==> src/hw/rtl/dictionary_substring_detector_assert.svh <==
// Assertion macros shared by the dictionary substring detector RTL.
// Expects clk and rst_n in the scope of each use.
`ifndef DICTIONARY_SUBSTRING_DETECTOR_ASSERT_SVH
`define DICTIONARY_SUBSTRING_DETECTOR_ASSERT_SVH

// Same-cycle implication, disabled while reset is held.
`define DSD_ASSERT_IMP(lbl, ante, cons, msg) \
  lbl: assert property (@(posedge clk) disable iff (!rst_n) (ante) |-> (cons)) \
    else $error(msg);

// Next-cycle implication, disabled while reset is held.
`define DSD_ASSERT_NXT(lbl, ante, cons, msg) \
  lbl: assert property (@(posedge clk) disable iff (!rst_n) (ante) |=> (cons)) \
    else $error(msg);

`endif

==> src/hw/rtl/dsd_pkg.sv <==
// Package for the dictionary substring detector: field widths, op codes,
// state type, control structs and the case-fold helper. No dependencies.
`timescale 1ns / 1ps

package dsd_pkg;

  localparam int DEF_NUM_PATTERNS = 128;
  localparam int DEF_MAX_LEN      = 16;

  localparam int OP_W    = 2;
  localparam int SLOT_W  = 7;
  localparam int POSN_W  = 4;
  localparam int VALUE_W = 8;

  // Slots reachable through the slot field.
  localparam int SLOT_LIMIT = 2 ** SLOT_W;
  // Patterns whose first byte is below this fold case.
  localparam int FOLD_LIMIT = 128;

  localparam logic [OP_W-1:0] OP_TEXT     = 2'd0;
  localparam logic [OP_W-1:0] OP_PAT_BYTE = 2'd1;
  localparam logic [OP_W-1:0] OP_PAT_LEN  = 2'd2;

  typedef enum logic [1:0] {
    ST_IDLE,
    ST_SCAN,
    ST_WRAP
  } state_t;

  typedef struct packed {
    logic wr_byte;
    logic wr_len;
    logic rd_en;
  } tbl_ctrl_t;

  typedef struct packed {
    logic busy;
    logic chk;
  } tbl_stat_t;

  typedef struct packed {
    logic shift;
    logic clear;
    logic nocase;
  } cell_ctrl_t;

  function automatic logic [7:0] fold(input logic [7:0] c);
    // 'A' .. 'Z' map to 'a' .. 'z'
    if (c >= 8'h41 && c <= 8'h5A) begin
      return c + 8'd32;
    end
    return c;
  endfunction

  function automatic int slot_depth(input int n);
    return (n < SLOT_LIMIT) ? n : SLOT_LIMIT;
  endfunction

  function automatic int idx_w(input int n);
    return (n > 1) ? $clog2(n) : 1;
  endfunction

endpackage

==> src/hw/rtl/dsd_cell.sv <==
// One history cell of the detector chain: holds one window byte, passes it
// to the next cell on a shift and extends the match chain. Depends on dsd_pkg.
`timescale 1ns / 1ps

module dsd_cell (
  input  logic                clk,
  input  logic                rst_n,
  input  dsd_pkg::cell_ctrl_t ctrl,
  input  logic [7:0]          byte_in,
  output logic [7:0]          byte_out,
  input  logic [7:0]          pat,
  input  logic                mask,
  input  logic                ok_in,
  output logic                ok_out
);

  logic [7:0] hist_r;
  logic [7:0] cmp;

  always_ff @(posedge clk) begin
    if (!rst_n) begin
      hist_r <= '0;
    end else if (ctrl.clear) begin
      hist_r <= '0;
    end else if (ctrl.shift) begin
      hist_r <= byte_in;
    end
  end

  assign byte_out = hist_r;
  assign cmp      = ctrl.nocase ? dsd_pkg::fold(hist_r) : hist_r;
  // positions beyond the pattern length pass the chain untouched
  assign ok_out   = ok_in & (~mask | (cmp == pat));

endmodule

==> config.mk <==
export PLATFORM = sky130hd
export DESIGN_NAME = dsd_cell
export DESIGN_NICKNAME = d
export VERILOG_FILES = /design/src/hw/rtl/dictionary_substring_detector_assert.svh /design/src/hw/rtl/dsd_pkg.sv /design/src/hw/rtl/dsd_cell.sv
export SDC_FILE = /design/constraint.sdc
export NUM_CORES = 1
export LEC_CHECK = 0
export ABC_AREA = 1
export CAP_MARGIN = 25
export CORE_AREA = 2 2 39 41
export CTS_CLUSTER_SIZE = 14
export DETAILED_ROUTE_END_ITERATION = 8
export DIE_AREA = 0 0 41 43
export DONT_BUFFER_PORTS = 1
export PLACE_DENSITY = 0.6
export SYNTH_ARGS = -nofsm -noshare
export SYNTH_HDL_FRONTEND = slang
export SYNTH_SLANG_ARGS = --single-unit
==> constraint.sdc <==
create_clock -name clk -period 1.84 [get_ports clk]
set_input_delay 0.092 -clock clk [delete_from_list [all_inputs] [get_ports clk]]
set_output_delay 0.092 -clock clk [all_outputs]
set_load 0.1 [all_outputs]
# Yosys cells after proc, flatten, opt, wreduce, memory -nomap -nowiden
# Index checks and enable logic that the tools add are counted.
dict set report classes {
  n_eq_ne 1
  addsub 1
  order_cmp 2
  reduce_logical 2
  n_mux 4
  n_bitwise 4
}
# operator n
set op_table {}
lappend op_table {{2-to-1 mux 8 bit} 3}
lappend op_table {{adder 8 x 6 -> 8 bit, second input constant} 1}
lappend op_table {{== test 8 bit} 1}
lappend op_table {{>= comparator 8 x 7 -> 1 bit, second input constant} 1}
lappend op_table {{<= comparator 8 x 7 -> 1 bit, second input constant} 1}
lappend op_table {{inverter 1 bit} 2}
lappend op_table {{OR reduction 2 bit} 1}
lappend op_table {{AND 1 bit} 1}
lappend op_table {{logical AND 1 bit} 1}
lappend op_table {{2-to-1 mux 1 bit} 1}
lappend op_table {{OR 1 bit} 1}
dict set report totals {
  wordCells 15
  ff_bits 8
  out_inout_bits 9
  input_bits 23
}

# Longest topological paths before layout
# Gate-level depths: netlist (run 1).
dict set report logic_depth {
  ltp_word 8
  depth_mapped 10
}

# Worst setup path after synthesis (run 1)
# No wires, ideal clock.
dict set report synth_timing {
  kind {reg2out}
  from {reg hist_r[6] (netlist: byte_out[6])}
  to {out ok_out}
  path_stages_with_launch 9
  n_path_buf 0
  slack_ps -931
  t_arrival_ps 2679
  path_cell_list {dfxtp_1 ha_1 inv_1 nand4_1 nand3_1 nand2_1 inv_1 nand2_1 a21oi_2}
}
dict set report synth_between {
  elab_chain_len 8
}
# item line_no
set synth_rtl {}
lappend synth_rtl {{from (decl)} dsd_cell.sv:17} ;# logic [7:0] hist_r;
lappend synth_rtl {{from (signal assigned)} dsd_cell.sv:26} ;# hist_r <= byte_in;
lappend synth_rtl {{>= comparator 8 x 7 -> 1 bit or <= comparator 8 x 7 -> 1 bit (tied branches)} dsd_pkg.sv:49} ;# if (c >= 8'h41 && c <= 8'h5A) begin
lappend synth_rtl {{logical AND 1 bit} dsd_pkg.sv:49}
lappend synth_rtl {{2-to-1 mux 1 bit} dsd_pkg.sv:49}
lappend synth_rtl {{2-to-1 mux 8 bit} dsd_pkg.sv:52} ;# return c;
lappend synth_rtl {{2-to-1 mux 8 bit (*)} dsd_cell.sv:31} ;# assign cmp = ctrl.nocase ? dsd_pkg::fold(hist_r) : hist_r;
lappend synth_rtl {{== test 8 bit (*)} dsd_cell.sv:33} ;# assign ok_out = ok_in & (~mask | (cmp == pat));
lappend synth_rtl {{OR 1 bit (*)} dsd_cell.sv:33}
lappend synth_rtl {{AND 1 bit (*)} dsd_cell.sv:33}
lappend synth_rtl {{to (decl)} dsd_cell.sv:14} ;# output logic ok_out
# Mark *: on every way between the ends. The rest lies on a longest branch, timed or not. The select of a mux whose other input is x is not followed.

# Worst setup path after layout (run 1)
dict set report layout_timing {
  from {reg hist_r[7] (netlist: byte_out[7])}
  to {out ok_out}
}
# Same word-level chain as after synthesis.

==> impl_results.md, run 1 <==
- Drt wl/cell: 10.8 um
- First-pass GRT wire length: 2130 um
- Register area: 190 um2
- Max reg flops: 8
- Post-Route WL: 1270 um
- Grt ovf: 0
- Final nets: 128
- Share of layout cells above drive strength 1: 32.4%
- Hold path start: byte_in[5]
- Main combinational cell family by area after synthesis: simple AND/OR/NAND/NOR gates
- Io pins: 32
- Synthesized Nets: 110
- Synth Instances: 86
- Crit path cell chain: inv_1 > nand2_1 > nor2_4 > nand3_2 > nand2_1 > nand3_1 > nor2_2 > nand2_2 > a21oi_4 > buf_12
- Num Clock Sinks: 8
- CP Max Fanout: 5
- Layout area overhead: 42.2%
- Leak: 0.338 nW
- Placed insts: 110
- Die area: 0.00176 mm2
- DRC: 0
- Vias per inst: 4.74
- Worst hold path type: primary input to flop
- Synth cell types: 16
- Clock Skews: 0 ps
- Syn_area_per_cell: 6.49 um2
- Area contributors post-synth: dfxtp_1 29%, nand2_1 17%, inv_1 10%
- Utilization after layout: 57.3%
- RSZ-0062 raised after global routing: false
- CP arrival: 1620 ps
- Run status: finished clean
- Max stage delay on crit path: 340 ps
- Compound-Gate Fraction of Synth Area: 10.5%
- Headroom to the max-slew limit: 78.8%
- Switching pwr: 157 uW
- CTS buffer count: 3
- Layout fillers: 139
- Longest Clk Path Bufs: 2
- Commonest cells after routing, fill and taps aside: 24 x nand2_1, 14 x inv_1, 8 x dfxtp_4, 8 x buf_4, 6 x xnor2_1
- Area post-placement: 706 um2
- Most used cell, CP: nand2_1
- CP Class: flop to output pin
- Hold Crit Depth: 2
- Slew Viols, Final: 0
- Clock Latency Late Sink: 240 ps
- CTS tree: done
- Postcts setup bufs: 0
- Tightest Pin Transition: 318 ps
- Power share of the clock group: 27.5%
- DP Worst Slack: 338 ps
- Fmax: 585 MHz
- Initial antenna violation count: 0
- Multi-input logic area: 372 um2
- Mux cell area share after synthesis: 0%
- Setup Total Neg Slack: 0 ps
- Seq cells post-synth: 8
- Clk root buf: clkbuf_4
- Setup WS post-layout: 132 ps
- WP buf/inv: 2
- Post-DRT Antenna Nets: 0
- Crit path launch type: flop
- Starting Density: 40.3%
- Cell Area, Synth: 558 um2
- Xor and xnor area share after synthesis: 9.42%
- Reg2reg end: byte_out[0]$_SDFFE_PP0P_
- Crit path max-delay cell type: dfxtp_4
- Most common cell after layout, fill and taps aside: nand2_1
- Core area: 0.00138 mm2
- Hold slack final: 19.8 ps
- Critical Path RT: 1750 ps
- Post-Synth Adder-Cell Area: 2.24%
- Fin area: 793 um2
- Simple-Gate Fraction of Synth Area: 38.1%
- Post-synth top area share: 28.7%
- Largest net degree at the start of global routing: 13
- First-pass DRT Iterations: 3
- Worst R2R Start: byte_out[0]$_SDFFE_PP0P_
- Flop pwr share: 40.6%
- Port bufs: 0
- Final HPWL DP: 1020 um
- Total power: 451 uW
- Post-synthesis sequential area ratio: 28.7%
- Hold EP: byte_out[5]$_SDFFE_PP0P_
- Fin crit period: 1710 ps
- Die X: 41 um
- Synth warn: 0
- Logic pwr share: 31.9%
- CP delay by family, top: simple AND/OR/NAND/NOR gates
- Number of global-route vias before repair: 564
- Final hold violation count: 0
- Routed via count: 559
- Final non-filler cell total: 118
- Global placement routability congestion: 0.709
- Type of element capturing the critical path: output pin
- Endpoints failing setup: 0
- PwrDens: 568 mW/mm2
- Clock-pin slew on the worst setup and hold paths: 50 ps
- Peak supply drop: 0.000399 V
- H-Tree Depth: 1
- Starting DRT DRC Count: 4
- Cell taking the most area after synthesis: dfxtp_1
- FF-to-FF setup slack: 860 ps
- Tcrit/Tclk final: 92.8%
- GRT Resource Usage Total: 17.7%
- Die span in y: 43 um
- Ant. Diodes: 0
- P_int: 294 uW
- Sw Ratio: 34.8%
- Standard-cell row count: 14
- Max-cap violations: 0
- Worst R2R Path Depth: 3
[routing by layer]
layer,up-vias,global-route usage (%),part of all wire [%]
met4,0,10.0,0
met3,0,1.57,4.9
met1,240,19.8,40
met5,-,0,0
met2,15,30.3,55
li1,304,-,-
[worst max-delay path by stage]
stage                        startpoint      to  slack [ps]  depth (start not counted)
2_1_floorplan  byte_out[6]$_SDFFE_PP0P_  ok_out           2                          8
5_1_grt        byte_out[7]$_SDFFE_PP0P_  ok_out           1                         10
3_3_place_gp   byte_out[7]$_SDFFE_PP0P_  ok_out         360                         10
6_report       byte_out[7]$_SDFFE_PP0P_  ok_out         130                         10
3_5_place_dp   byte_out[7]$_SDFFE_PP0P_  ok_out         340                         10
4_1_cts        byte_out[7]$_SDFFE_PP0P_  ok_out          60                         10
[cell type report]
type                       instances  area share [%]
timing repair buffer              14            16.4
sequential                         8            24.0
multi-input combinational         62            46.8
clock buffer                       3            2.84
tap                               16            2.52
inverter                          15            7.41
[cells in the mapped netlist]
library cell,n
inv_1,15
a21oi_2,1
dfxtp_1,8
a211oi_1,4
nand2_2,2
nand3_1,4
ha_1,1
nor2_1,8
nand3_2,2
buf_2,1
nor2_4,1
nor2_2,1
xnor2_1,6
a21oi_1,4
nand4_1,3
nand2_1,25
[repair_timing]
item / in CTS / in global routing
hold buffers: 5 / 0
gates resized for setup: 0 / 6
setup endpoints to repair: 0 / 1
endpoints found under the hold margin: 4 / 0
[worst reg2reg max path, delay by kind of cell, from the launching register on]
kind | cells | cell delay, ps
AOI/OAI and AO/OA | 1 | 130
and+or+nand+nor | 1 | 90
DFF | 1 | 370
buffers and inverters | 1 | 300
[power groups by stage]
stage               Sequential, mW  Combinational (mW)  Clock, mW
global placement             0.185               0.131          0
global route                 0.184               0.155      0.141
finish                       0.183               0.144      0.124
floorplan                    0.232              0.0616          0
detailed placement           0.185               0.133          0
CTS                          0.182               0.142      0.134
[cell families after synthesis]
kind of cell	after synthesis
compound gates	9
simple gates	46
fa+ha+maj	1
flops	8
buf+inv	16
xor+xnor	6
(Power assumes the default switching activity.)
==> run 2: changes to the inputs <==
--- a/config.mk
+++ b/config.mk
@@ -8,11 +8,11 @@
 export ABC_AREA = 1
 export CAP_MARGIN = 25
 export CORE_AREA = 2 2 39 41
-export CTS_CLUSTER_SIZE = 14
+export CTS_CLUSTER_SIZE = 12
 export DETAILED_ROUTE_END_ITERATION = 8
 export DIE_AREA = 0 0 41 43
 export DONT_BUFFER_PORTS = 1
-export PLACE_DENSITY = 0.6
+export PLACE_DENSITY = 0.54
 export SYNTH_ARGS = -nofsm -noshare
 export SYNTH_HDL_FRONTEND = slang
 export SYNTH_SLANG_ARGS = --single-unit
==> run 2 against run 1 <==
  * Register-to-register slack hardly changed
  * Sequential cell count unchanged
  * Cell count grew 3.4%
  * Sequential power about the same
  * Via count is 6.3% higher
  * Maximum frequency is 0.43% lower
  * Count of clock-buffer cells in the layout stayed put
  * Worst setup slack got worse by 7.4 ps
  * Die area did not move
  * Power is 2.8% higher
  * Sequential share of layout area down 0.73 points
  * Combinational power grew 4%
  * Critical endpoint unchanged
  * Largest power group unchanged
  * Highest routed layer is now met4
==> impl_results.md, run 2 (same netlist as run 1, synthesis figures left out) <==
- CTS tree: done
- Final HPWL DP: 1040 um (+2.2%)
- Crit path launch type: flop
- Drt wl/cell: 10.8 um (about the same)
- Final hold violation count: 0 (unchanged)
- Die span in y: 43 um (unchanged)
- CP arrival: 1620 ps (about the same)
- Final nets: 132 (+3.1%)
- H-Tree Depth: 1 (unchanged)
- Worst hold path type: primary input to flop
- Fin crit period: 1720 ps (+7.37 ps)
- GRT Resource Usage Total: 17.5% (-0.25 points)
- Layout area overhead: 46.6%
- PwrDens: 566 mW/mm2 (-0.30%)
- CTS buffer count: 3 (unchanged)
- Clock-pin slew on the worst setup and hold paths: 50 ps (about the same)
- DRC: 0 (unchanged)
- Ant. Diodes: 0 (unchanged)
- Die X: 41 um (unchanged)
- Placed insts: 110 (unchanged)
- Setup crit start: byte_out[5]$_SDFFE_PP0P_
- Number of global-route vias before repair: 572 (+1.4%)
- Vias per inst: 4.87 (+2.8%)
- Tcrit/Tclk final: 93.2% (+0.40 points)
- Fmax: 583 MHz (-0.43%)
- Post-DRT Antenna Nets: 0 (unchanged)
- Share of layout cells above drive strength 1: 34.9% (+2.6 points)
- Starting Density: 40.3% (unchanged)
- Run status: finished clean
- Grt ovf: 0 (unchanged)
- Type of element capturing the critical path: output pin
- Standard-cell row count: 14 (unchanged)
- CP Class: flop to output pin
- Post-Route WL: 1310 um (+3.5%)
- Leak: 0.355 nW (+5.1%)
- Total power: 463 uW (+2.8%)
- RSZ-0062 raised after global routing: false
- Clock Latency Late Sink: 250 ps (about the same)
- Routed via count: 594 (+6.3%)
- Commonest cells after routing, fill and taps aside: 23 x nand2_1, 13 x inv_1, 11 x buf_4, 8 x dfxtp_4
- Tightest Pin Transition: 308 ps (-9.53 ps)
- Max reg flops: 8 (unchanged)
- Global placement routability congestion: 0.690 (-2.7%)
- Max-cap violations: 0 (unchanged)
- Starting DRT DRC Count: 3 (-1)
- Num Clock Sinks: 8 (unchanged)
- Setup Total Neg Slack: 0 ps (unchanged)
- First-pass GRT wire length: 2080 um (-2.6%)
- Area post-placement: 706 um2 (unchanged)
- Clock Skews: 0 ps (unchanged)
- Most common cell after layout, fill and taps aside: nand2_1
- Headroom to the max-slew limit: 79.4% (+0.64 points)
- Slew Viols, Final: 0 (unchanged)
- Hold path start: byte_in[5]
- First-pass DRT Iterations: 4 (+1)
- Worst R2R Start: byte_out[6]$_SDFFE_PP0P_
- Hold slack final: 7.82 ps (-11.9 ps)
- Critical Path RT: 1750 ps (about the same)
- CP Max Fanout: 3 (-2)
- Fin area: 818 um2 (+3.2%)
- Endpoints failing setup: 0 (unchanged)
- Port bufs: 0 (unchanged)
- Longest Clk Path Bufs: 2 (unchanged)
- Die area: 0.00176 mm2 (unchanged)
- Initial antenna violation count: 0 (unchanged)
- Io pins: 32 (unchanged)
- Peak supply drop: 0.000356 V (-11%)
- Clk root buf: clkbuf_4
- Core area: 0.00138 mm2 (unchanged)
- Largest net degree at the start of global routing: 13 (unchanged)
- Final non-filler cell total: 122 (+3.4%)
run 2: final timing paths:
kind | depth (start not counted) | slack [ps] | to
setup / recovery | 9 | 120 | ok_out
hold / removal | 2 | 8 | byte_out[5]$_SDFFE_PP0P_
setup reg to reg | 3 | 860 | byte_out[6]$_SDFFE_PP0P_
hold reg to reg | 2 | 510 | byte_out[7]$_SDFFE_PP0P_
run 2: layer usage:
layer	vias to the layer above	track usage (%)	share of wire, %
met5	-	0	0
li1	313	-	-
met2	19	30.6	53
met4	0	10.0	1.1
met3	2	3.14	4.3
met1	260	17.7	42
run 2: power by group:
| part | total, mW | internal (mW) | leakage [nW] | switching (mW) |
|---|---|---|---|---|
| Sequential | 0.182 | 0.173 | 0.0712 | 0.00841 |
| Clock | 0.132 | 0.0745 | 0.0138 | 0.0572 |
| Combinational | 0.150 | 0.0513 | 0.270 | 0.0988 |
run 2: area by class of cell:
cell class / count / area, um2
clock buffer: 3 / 22.5
fill: 150 / 566
inverter: 15 / 56.3
multi-input combinational: 62 / 367
sequential: 8 / 190
tap: 16 / 20.0
timing repair buffer: 18 / 163
run 2: what timing repair did:
action,4_1_cts,5_1_grt
setup endpoints to repair,0,1
endpoints found under the hold margin,5,0
buffers inserted,0,3
resized for setup,0,5
hold buffers,6,0
run 2: metrics by stage:
stage	util, %	setup slack, ps
finish	59.1	124
global route	59.1	0.696
CTS	57.0	47.5
detailed placement	51.0	334
global placement	51.0	367
floorplan	-	2.43
run 2: critical path, stage by stage (launching register included):
cell     delay (ps)
dfxtp_4         350
buf_4           140
xnor2_1         190
inv_1            60
nand2_1          60
nand3_1          80
nor2_2           90
nand2_2          60
a21oi_4         140
buf_12          180
